### src/rtl/bspool_pkg.sv
// shared types and constants of the buffer slot pool
`timescale 1ns / 1ps

package bspool_pkg;

  // pool geometry
  localparam int unsigned POOL_DEPTH  = 8;
  localparam int unsigned SLOT_W      = 3;
  localparam int unsigned CNT_W       = 4;
  localparam int unsigned BLOCK_SHIFT = 12;
  localparam int unsigned BLK_W       = 32;
  localparam int unsigned BUF_OFF_W   = 15;
  localparam int unsigned BYTE_OFF_W  = 44;
  localparam int unsigned CMD_W       = 3;
  localparam int unsigned STATUS_W    = 4;

  // stream payload widths
  localparam int unsigned IN_DATA_W  = 40;
  localparam int unsigned OUT_DATA_W = 72;

  // configuration register indexes
  localparam logic CFG_POOL_COUNT  = 1'b0;
  localparam logic CFG_BLOCK_COUNT = 1'b1;

  typedef enum logic [CMD_W-1:0] {
    CMD_OPEN    = 3'd0,
    CMD_ACQUIRE = 3'd1,
    CMD_RELEASE = 3'd2,
    CMD_ACCESS  = 3'd3,
    CMD_CLOSE   = 3'd4
  } cmd_e;

  typedef enum logic [STATUS_W-1:0] {
    ST_OK           = 4'd0,
    ST_ALREADY_OPEN = 4'd1,
    ST_BAD_POOL     = 4'd2,
    ST_NOT_OPEN     = 4'd3,
    ST_EXHAUSTED    = 4'd4,
    ST_BAD_SLOT     = 4'd5,
    ST_NO_SPACE     = 4'd6,
    ST_DOUBLE       = 4'd7,
    ST_OUTSTANDING  = 4'd8,
    ST_TOO_SMALL    = 4'd9
  } status_e;

  typedef enum logic [2:0] {
    OP_HOLD,
    OP_LOAD,
    OP_PUSH,
    OP_POP,
    OP_CLEAR
  } stack_op_e;

  typedef enum logic [1:0] {
    FSM_IDLE,
    FSM_EXEC,
    FSM_SCAN
  } fsm_e;

  // one stack entry as handed between neighbor cells
  typedef struct packed {
    logic              valid;
    logic [SLOT_W-1:0] slot;
  } ent_t;

  // search token that walks down the chain
  typedef struct packed {
    logic tok;
    logic hit;
  } scan_t;

  // broadcast control from the sequencer to every cell
  typedef struct packed {
    stack_op_e         op;
    logic [CNT_W-1:0]  pool;
    logic [SLOT_W-1:0] slot;
  } cell_ctl_t;

endpackage

### src/rtl/bspool_cell.sv
// one cell of the free stack chain: an entry plus one stage of the search
`timescale 1ns / 1ps

module bspool_cell import bspool_pkg::*; (
  input  logic              clk_i,
  input  logic              rst_ni,
  input  cell_ctl_t         ctl_i,
  input  logic [SLOT_W-1:0] idx_i,
  input  ent_t              lower_i,  // neighbor nearer the top of stack
  input  ent_t              upper_i,  // neighbor nearer the bottom of stack
  input  scan_t             scan_i,
  output ent_t              ent_o,
  output scan_t             scan_o
);

  logic              valid_q, valid_d;
  logic [SLOT_W-1:0] slot_q, slot_d;
  scan_t             scan_q, scan_d;

  // entry update: load, clear, shift toward bottom on push, toward top on pop
  always_comb begin
    valid_d = valid_q;
    slot_d  = slot_q;
    case (ctl_i.op)
      OP_LOAD: begin
        valid_d = ({1'b0, idx_i} < ctl_i.pool);
        slot_d  = idx_i;
      end
      OP_PUSH: begin
        valid_d = lower_i.valid;
        slot_d  = lower_i.slot;
      end
      OP_POP: begin
        valid_d = upper_i.valid;
        slot_d  = upper_i.slot;
      end
      OP_CLEAR: valid_d = 1'b0;
      default: ;
    endcase
  end

  // search stage: or in a match against this entry as the token passes
  always_comb begin
    scan_d.tok = scan_i.tok;
    scan_d.hit = scan_i.tok & (scan_i.hit | (valid_q & (slot_q == ctl_i.slot)));
  end

  always_ff @(posedge clk_i or negedge rst_ni) begin
    if (!rst_ni) begin
      valid_q <= 1'b0;
      scan_q  <= '0;
    end else begin
      valid_q <= valid_d;
      scan_q  <= scan_d;
    end
  end

  // entry payload
  always_ff @(posedge clk_i) begin
    slot_q <= slot_d;
  end

  assign ent_o.valid = valid_q;
  assign ent_o.slot  = slot_q;
  assign scan_o      = scan_q;

endmodule

### src/rtl/buffer_slot_pool_with_access_check.sv
// top level of the buffer slot pool with access check
//
// Commands enter on the s_axis channel (open, acquire, release, access check,
// close) and each produces exactly one response on the m_axis channel.
// Pool size and device block count are set on the cfg write port, which the
// user must write only while idle; the block does not enforce this. Open
// latches them. The free stack is a row of POOL_DEPTH cells, cell 0 holding
// the top; push and pop shift every cell by one place together. A command
// goes from accept to the EXEC state, which writes its response to the
// output register; a release of a valid slot on an open pool first sends a
// search token down the cell chain, one cell a cycle, in the SCAN state.
// One command is in flight at a time; the next is accepted once the response
// is written to the output register, so a new command can be taken while
// that response waits. If the receiver stalls, a finished command waits
// in the sequencer until the output register frees, with s_axis_tready_o low.
// Reset closes the pool, clears the outstanding count and the terminal flag,
// empties the stack and the output register, and restores the cfg defaults
// (pool count 8, block count 0). No clearing pass is needed.
`timescale 1ns / 1ps

module buffer_slot_pool_with_access_check import bspool_pkg::*; (
  input  logic                  clk_i,
  input  logic                  rst_ni,
  // cfg write port
  input  logic                  cfg_we_i,
  input  logic                  cfg_idx_i,
  input  logic [BLK_W-1:0]      cfg_data_i,
  // command stream
  input  logic                  s_axis_tvalid_i,
  output logic                  s_axis_tready_o,
  input  logic [IN_DATA_W-1:0]  s_axis_tdata_i,  // cmd[2:0], slot[5:3], block_id[37:6]
  // response stream
  output logic                  m_axis_tvalid_o,
  input  logic                  m_axis_tready_i,
  output logic [OUT_DATA_W-1:0] m_axis_tdata_o   // status[3:0], slot_out[6:4],
                                                 // buffer_offset[21:7],
                                                 // byte_offset[65:22],
                                                 // outstanding[69:66]
);

  fsm_e                  state_q, state_d;
  logic [CMD_W-1:0]      cmd_q;
  logic [SLOT_W-1:0]     slot_q;
  logic [BLK_W-1:0]      blk_q;
  logic [CNT_W-1:0]      pool_cfg_q;
  logic [BLK_W-1:0]      blocks_cfg_q;
  logic [CNT_W-1:0]      pool_lat_q, pool_lat_d;
  logic [BLK_W-1:0]      blk_lat_q, blk_lat_d;
  logic [CNT_W-1:0]      out_cnt_q, out_cnt_d;
  logic                  open_q, open_d;
  logic                  term_q, term_d;
  logic                  scan_done_q, scan_done_d;
  logic                  hit_q, hit_d;
  logic                  m_valid_q, m_valid_d;
  logic [STATUS_W-1:0]   r_status_q, r_status_d;
  logic [SLOT_W-1:0]     r_slot_q, r_slot_d;
  logic [BUF_OFF_W-1:0]  r_buf_q, r_buf_d;
  logic [BYTE_OFF_W-1:0] r_byte_q, r_byte_d;
  logic [CNT_W-1:0]      r_cnt_q, r_cnt_d;

  logic                  in_fire;
  logic                  out_free;
  logic                  need_scan;
  logic                  commit;
  stack_op_e             op;
  cell_ctl_t             ctl;
  scan_t                 scan_start;
  ent_t                  push_ent;
  ent_t                  ent   [POOL_DEPTH];
  scan_t                 scan  [POOL_DEPTH];
  logic                  slot_ok;
  logic                  cnt_inc_ok;

  assign in_fire  = s_axis_tvalid_i & s_axis_tready_o;
  assign out_free = ~m_valid_q | m_axis_tready_i;
  assign s_axis_tready_o = (state_q == FSM_IDLE);

  // cfg registers
  always_ff @(posedge clk_i or negedge rst_ni) begin
    if (!rst_ni) begin
      pool_cfg_q   <= CNT_W'(POOL_DEPTH);
      blocks_cfg_q <= '0;
    end else if (cfg_we_i) begin
      case (cfg_idx_i)
        CFG_POOL_COUNT:  pool_cfg_q   <= cfg_data_i[CNT_W-1:0];
        CFG_BLOCK_COUNT: blocks_cfg_q <= cfg_data_i;
        default: ;
      endcase
    end
  end

  // command holding register
  always_ff @(posedge clk_i) begin
    if (in_fire) begin
      cmd_q  <= s_axis_tdata_i[CMD_W-1:0];
      slot_q <= s_axis_tdata_i[CMD_W +: SLOT_W];
      blk_q  <= s_axis_tdata_i[CMD_W+SLOT_W +: BLK_W];
    end
  end

  assign slot_ok    = ({1'b0, slot_q} < pool_lat_q);
  assign cnt_inc_ok = (out_cnt_q != {CNT_W{1'b1}});

  // command decode, status and state updates
  always_comb begin
    r_status_d = ST_OK;
    r_slot_d   = slot_q;
    r_buf_d    = '0;
    r_byte_d   = '0;
    out_cnt_d  = out_cnt_q;
    open_d     = open_q;
    term_d     = term_q;
    pool_lat_d = pool_lat_q;
    blk_lat_d  = blk_lat_q;
    op         = OP_HOLD;
    need_scan  = 1'b0;
    case (cmd_q)
      CMD_OPEN: begin
        if (open_q || term_q) begin
          r_status_d = ST_ALREADY_OPEN;
        end else if (pool_cfg_q == '0 || pool_cfg_q > CNT_W'(POOL_DEPTH)) begin
          r_status_d = ST_BAD_POOL;
        end else if (blocks_cfg_q == '0) begin
          r_status_d = ST_TOO_SMALL;
        end else begin
          pool_lat_d = pool_cfg_q;
          blk_lat_d  = blocks_cfg_q;
          op         = OP_LOAD;
          open_d     = 1'b1;
        end
      end
      CMD_ACQUIRE: begin
        if (!open_q || term_q) begin
          r_status_d = ST_NOT_OPEN;
        end else if (!ent[0].valid) begin
          r_status_d = ST_EXHAUSTED;
        end else begin
          op       = OP_POP;
          r_slot_d = ent[0].slot;
          if (cnt_inc_ok) out_cnt_d = out_cnt_q + 1'b1;
        end
      end
      CMD_RELEASE: begin
        if (term_q) begin
          if (out_cnt_q != '0) out_cnt_d = out_cnt_q - 1'b1;
        end else if (!open_q) begin
          r_status_d = ST_NOT_OPEN;
        end else if (!slot_ok) begin
          r_status_d = ST_BAD_SLOT;
        end else if (!scan_done_q) begin
          need_scan = 1'b1;
        end else begin
          if (hit_q) begin
            r_status_d = ST_DOUBLE;
          end else if (!ent[POOL_DEPTH-1].valid) begin
            op = OP_PUSH;
          end
          if (out_cnt_q != '0) out_cnt_d = out_cnt_q - 1'b1;
        end
      end
      CMD_ACCESS: begin
        if (!open_q || term_q) begin
          r_status_d = ST_NOT_OPEN;
        end else if (!slot_ok) begin
          r_status_d = ST_BAD_SLOT;
        end else if (blk_q >= blk_lat_q) begin
          r_status_d = ST_NO_SPACE;
        end else begin
          r_buf_d  = BUF_OFF_W'(slot_q) << BLOCK_SHIFT;
          r_byte_d = BYTE_OFF_W'(blk_q) << BLOCK_SHIFT;
        end
      end
      CMD_CLOSE: begin
        if (open_q) begin
          if (out_cnt_q != '0) r_status_d = ST_OUTSTANDING;
          term_d = 1'b1;
          open_d = 1'b0;
          op     = OP_CLEAR;
        end
      end
      default: ;
    endcase
    r_cnt_d = out_cnt_d;
  end

  assign commit = (state_q == FSM_EXEC) & ~need_scan & out_free;

  // sequencer
  always_comb begin
    state_d     = state_q;
    scan_done_d = scan_done_q;
    hit_d       = hit_q;
    m_valid_d   = m_valid_q & ~m_axis_tready_i;
    case (state_q)
      FSM_IDLE: begin
        if (in_fire) state_d = FSM_EXEC;
      end
      FSM_EXEC: begin
        if (need_scan) begin
          state_d = FSM_SCAN;
        end else if (out_free) begin
          m_valid_d   = 1'b1;
          scan_done_d = 1'b0;
          state_d     = FSM_IDLE;
        end
      end
      FSM_SCAN: begin
        if (scan[POOL_DEPTH-1].tok) begin
          hit_d       = scan[POOL_DEPTH-1].hit;
          scan_done_d = 1'b1;
          state_d     = FSM_EXEC;
        end
      end
      default: state_d = FSM_IDLE;
    endcase
  end

  always_ff @(posedge clk_i or negedge rst_ni) begin
    if (!rst_ni) begin
      state_q     <= FSM_IDLE;
      scan_done_q <= 1'b0;
      hit_q       <= 1'b0;
      m_valid_q   <= 1'b0;
      out_cnt_q   <= '0;
      open_q      <= 1'b0;
      term_q      <= 1'b0;
      pool_lat_q  <= '0;
      blk_lat_q   <= '0;
    end else begin
      state_q     <= state_d;
      scan_done_q <= scan_done_d;
      hit_q       <= hit_d;
      m_valid_q   <= m_valid_d;
      if (commit) begin
        out_cnt_q  <= out_cnt_d;
        open_q     <= open_d;
        term_q     <= term_d;
        pool_lat_q <= pool_lat_d;
        blk_lat_q  <= blk_lat_d;
      end
    end
  end

  // response register
  always_ff @(posedge clk_i) begin
    if (commit) begin
      r_status_q <= r_status_d;
      r_slot_q   <= r_slot_d;
      r_buf_q    <= r_buf_d;
      r_byte_q   <= r_byte_d;
      r_cnt_q    <= r_cnt_d;
    end
  end

  assign m_axis_tvalid_o = m_valid_q;
  assign m_axis_tdata_o  = {2'b00, r_cnt_q, r_byte_q, r_buf_q, r_slot_q, r_status_q};

  // cell chain control
  assign ctl.op   = commit ? op : OP_HOLD;
  assign ctl.pool = pool_cfg_q;
  assign ctl.slot = slot_q;

  assign scan_start.tok = (state_q == FSM_EXEC) & need_scan;
  assign scan_start.hit = 1'b0;

  assign push_ent.valid = 1'b1;
  assign push_ent.slot  = slot_q;

  // free stack: cell 0 is the top
  for (genvar k = 0; k < POOL_DEPTH; k++) begin : g_cell
    ent_t  lower;
    ent_t  upper;
    scan_t scan_in;

    if (k == 0) begin : g_top
      assign lower   = push_ent;
      assign scan_in = scan_start;
    end else begin : g_mid
      assign lower   = ent[k-1];
      assign scan_in = scan[k-1];
    end

    if (k == POOL_DEPTH - 1) begin : g_bot
      assign upper = '0;
    end else begin : g_up
      assign upper = ent[k+1];
    end

    bspool_cell u_cell (
      .clk_i   (clk_i),
      .rst_ni  (rst_ni),
      .ctl_i   (ctl),
      .idx_i   (SLOT_W'(k)),
      .lower_i (lower),
      .upper_i (upper),
      .scan_i  (scan_in),
      .ent_o   (ent[k]),
      .scan_o  (scan[k])
    );
  end

endmodule

### config.mk
export PLATFORM = sky130hd
export DESIGN_NAME = buffer_slot_pool_with_access_check
export DESIGN_NICKNAME = d
export VERILOG_FILES = /design/src/rtl/bspool_pkg.sv /design/src/rtl/bspool_cell.sv /design/src/rtl/buffer_slot_pool_with_access_check.sv
export SDC_FILE = /design/constraint.sdc
export NUM_CORES = 1
export LEC_CHECK = 0
export ABC_AREA = 1
export BUFFER_PORTS_ARGS = -buffer_cell sky130_fd_sc_hd__buf_2
export CAP_MARGIN = 0
export CELL_PAD_IN_SITES_DETAIL_PLACEMENT = 1
export CELL_PAD_IN_SITES_GLOBAL_PLACEMENT = 1
export CORE_UTILIZATION = 45
export CTS_CLUSTER_DIAMETER = 120
export DETAILED_ROUTE_END_ITERATION = 12
export PLACE_DENSITY = 0.79
export SKIP_LAST_GASP = 1
export SLEW_MARGIN = 30
export SYNTH_ARGS = -nofsm -noshare
export SYNTH_HDL_FRONTEND = slang
export SYNTH_SLANG_ARGS = --single-unit
### constraint.sdc
create_clock -name clk_i -period 5.8 [get_ports clk_i]
set_input_delay 0 -clock clk_i [delete_from_list [all_inputs] [get_ports clk_i]]
set_output_delay 0 -clock clk_i [all_outputs]
set_load 0.03 [all_outputs]
==> flow_metrics.env <==
export IMPL_cts_buffer_depth=3
export IMPL_globalRouteTotalUtil=0.257
export IMPL_setup_violations=0
export IMPL_cap_viol_max_count=0
export IMPL_synth_most_common_cell="nand2_1"
export IMPL_first_global_vias=8460
export IMPL_dominantRegCellSynth="edfxtp_1"
export IMPL_final_nets=1303
export IMPL_hold_violations=0
export IMPL_grt_pass1_wl_um=44900
export IMPL_p_leak_nw=5.77
export IMPL_cts_root_buffer="clkbuf_16"
export IMPL_top_cells_by_area_in_the_synthesized_netlist="edfxtp_1, dfrtp_1, nand2_1, inv_1, ha_1"
export IMPL_ioPinCount=152
export IMPL_numClockSinks=215
export IMPL_switching_power_w=0.00151
export IMPL_dp_cells=1365
export IMPL_synth_warning_count=0
export IMPL_vdd_drop_max_mv=0.193
export IMPL_max_slew_margin=0.423
export IMPL_timing_critical_path_arrival_ns=3.60
export IMPL_initial_antenna_violation_count=0
export IMPL_post_route_drc_count=0
export IMPL_unrepaired_setup_endpoints_after_global_routing="no"
export IMPL_post_route_non_filler_standard_cell_count=1488
export IMPL_critPathMaxFanout=24
export IMPL_worstSetupEndpointType="flop"
export IMPL_route_final_wire_length_um=28500
export IMPL_largest_net_degree_at_the_start_of_global_routing=72
export IMPL_clock_input_transition_at_the_sequential_cells_of_the_worst_setup_and_hold_paths_ns=0.06
export IMPL_pwr_share_comb=0.216
export IMPL_cp_required_ns=5.96
export IMPL_final_max_slew_viol_count=0
export IMPL_synthesis_area_um2=10100
export IMPL_route_detailed_wl_per_inst_um=19.1
export IMPL_synthDistinctLibCells=47
export IMPL_fin_setup_tns_ns=0
export IMPL_seq_area_frac_synth=0.589
export IMPL_postCtsResizedCells=0
export IMPL_die_w_um=152
export IMPL_std_cell_rows=54
export IMPL_place_congestion=0.825
export IMPL_preCtsSetupSlack_ns=2.10
export IMPL_dr_first_iter_drc_count=420
export IMPL_synth_top_cell_area_share=0.322
export IMPL_design_die_area_um2=23000
export IMPL_async_flop_share=0.498
export IMPL_grt_ovf=0
export IMPL_finClkSkew_ns=0.0206
export IMPL_min_path_type="input pin to asynchronous set/reset pin"
export IMPL_postSynthRegisterBits=215
export IMPL_insertedDiodeCount=0
export IMPL_worstSetupStartpointType="flop"
export IMPL_placed_cell_area_um2=10900
export IMPL_layout_setup_ws_ns=2.36
export IMPL_tightest_slew_ns=0.866
export IMPL_die_height_um=152
export IMPL_sequential_fraction_of_design_power=0.454
export IMPL_detail_route_vias_per_cell=5.30
export IMPL_power_density_nw_per_um2=368
export IMPL_layout_cell_area_non_filler_um2=12400
export IMPL_timing_fmax_mhz=291
export IMPL_synth_enable_flop_cells=108
export IMPL_synthCells=982
export IMPL_worstRegToRegCells=9
export IMPL_tritoncts_clock_tree="yes"
export IMPL_detailedPlacementHpwl_um=17900
export IMPL_netSwitchingFraction=0.331
export IMPL_clock_insertion_delay_worst_skew_ns=0.54
export IMPL_numPortBuffers=123
export IMPL_cts_setup_buffers=0
export IMPL_placeableCoreArea_um2=21900
export IMPL_cts_max_level=1
export IMPL_drive_gt1_frac=0.181
export IMPL_synth_largest_area_cell="edfxtp_1"
export IMPL_commonest_cells_in_the_synthesized_netlist="nand2_1, inv_1, edfxtp_1, dfrtp_1, nor2_1"
export IMPL_drtAntennaViolNets=0
export IMPL_status="completed"
export IMPL_initial_util=0.460
export IMPL_drt_first_pass_iters=5
export IMPL_finalWorstPathRequiredPeriod_ns=3.44
export IMPL_cell_internal_pwr_w=0.00306
export IMPL_vias=7893
export IMPL_layout_area_overhead_vs_synth_pct=23.3
export IMPL_timing_worst_setup_path_type="flop to flop"
export IMPL_final_min_period_over_clock_period=0.593
export IMPL_n_fill_cell=2447
export IMPL_avg_inst_size_synth_um2=10.2
export IMPL_clock_power_share=0.330
export IMPL_cts_buffers_inserted=25
## worst paths after layout
kind / end / slack, ns / startpoint
worst min-delay path: g_cell[2].u_cell.scan_o[0] / 0.03 / rst_ni
max in group asynchronous: blk_lat_q[1] / 4.48 / rst_ni
worst max register to register: g_cell[7].u_cell.slot_q[0] / 2.36 / slot_q[2]
worst max-delay path: g_cell[7].u_cell.slot_q[0] / 2.36 / slot_q[2]
min in group clk_i: blk_q[16] / 0.17 / s_axis_tdata_i[22]
worst min register to register: g_cell[3].u_cell.scan_o[1] / 0.38 / g_cell[2].u_cell.scan_o[1]
## state kept, by name (all words and copies together) (netlist names)
register / cells
g_cell.u_cell.valid_q: 8
r_buf_q: 3
pool_cfg_q: 4
m_axis_tvalid_o: 1
slot_q: 3
out_cnt_q: 4
r_status_q: 4
g_cell.u_cell.scan_o: 16
state_q: 2
pool_lat_q: 4
term_q: 1
blocks_cfg_q: 32
hit_q: 1
scan_done_q: 1
blk_q: 32
cmd_q: 3
r_slot_q: 3
r_byte_q: 32
blk_lat_q: 32
g_cell.u_cell.slot_q: 24
open_q: 1
r_cnt_q: 4
## cells in the final DEF (no fill, tap or decap), types with 8 or more instances in the layout
cell type,synthesis,layout
dlygate4sd3_1,0,77
inv_1,131,131
a21oi_1,24,24
clkbuf_1,8,13
buf_4,28,8
o21a_1,10,10
inv_2,8,8
mux2_2,28,28
dfrtp_1,106,106
o22ai_1,18,18
conb_1,1,26
nand2_1,168,167
edfxtp_1,108,108
nand4_1,13,13
buf_2,14,122
nand3_1,44,44
nor2_1,92,92
o21ai_0,81,81
clkbuf_16,0,26
ha_1,36,36
## per-layer routing
metal | global-route usage | vias up | wire (um)
li1 | - | 3669 | -
met1 | 0.312 | 3952 | 11700
met2 | 0.467 | 220 | 14800
met3 | 0.0323 | 52 | 1160
met4 | 0.0891 | 0 | 850
met5 | 0 | - | 0
## cells by family after synthesis
| kind of cell | count (synthesis) | synth area share |
|---|---|---|
| simple gates | 344 | 0.151 |
| other cells | 1 | 0.000373 |
| xor+xnor | 8 | 0.00696 |
| buf+inv | 191 | 0.0849 |
| mux | 28 | 0.0313 |
| fa+ha+maj | 36 | 0.0448 |
| flops | 215 | 0.589 |
| compound gates | 159 | 0.0923 |
## final cells by class
cell class                      count  area (um2)  area share
Clock buffer                       42         741      0.0597
Sequential cell                   215        5920       0.477
Tap cell                          280         350      0.0282
Timing Repair Buffer              207        1440       0.116
Clock inverter                      4        37.5     0.00303
Inverter                          139         522      0.0421
Multi-Input combinational cell    601        3390       0.273
## power by group through the flow
stage	clock (W)	combinational [W]	sequential, W
4_1_cts	0.00152	0.000984	0.00206
2_1_floorplan	0	0.000450	0.00224
5_1_grt	0.00159	0.00108	0.00210
3_3_place_gp	0	0.000897	0.00208
3_5_place_dp	0	0.000933	0.00209
6_report	0.00151	0.000988	0.00207
## worst max-delay path, cell delays in order, from the launching register on
cell	delay [ns]
edfxtp_1	0.63
ha_1	0.39
inv_1	0.04
nor2_1	0.13
nand2_2	0.10
nand3_2	0.14
nand3_4	0.16
inv_2	0.55
nand2_2	0.35
nand2_2	0.55
## stage by stage
stage | hold WS (ns) | power [W] | utilization
floorplan | -0.296 | 0.00269 | -
global placement | 0.0419 | 0.00297 | 0.496
detailed placement | 0.0433 | 0.00302 | 0.496
CTS | 0.0403 | 0.00457 | 0.567
global route | 0.0868 | 0.00476 | 0.567
finish | 0.0278 | 0.00457 | 0.567
## timing repair
| action | CTS | global route |
|---|---|---|
| endpoints found under the setup margin | 0 | 0 |
| hold buffers | 77 | 0 |
| endpoints found under the hold margin | 119 | 0 |
Power figures use the tool's default switching activity.
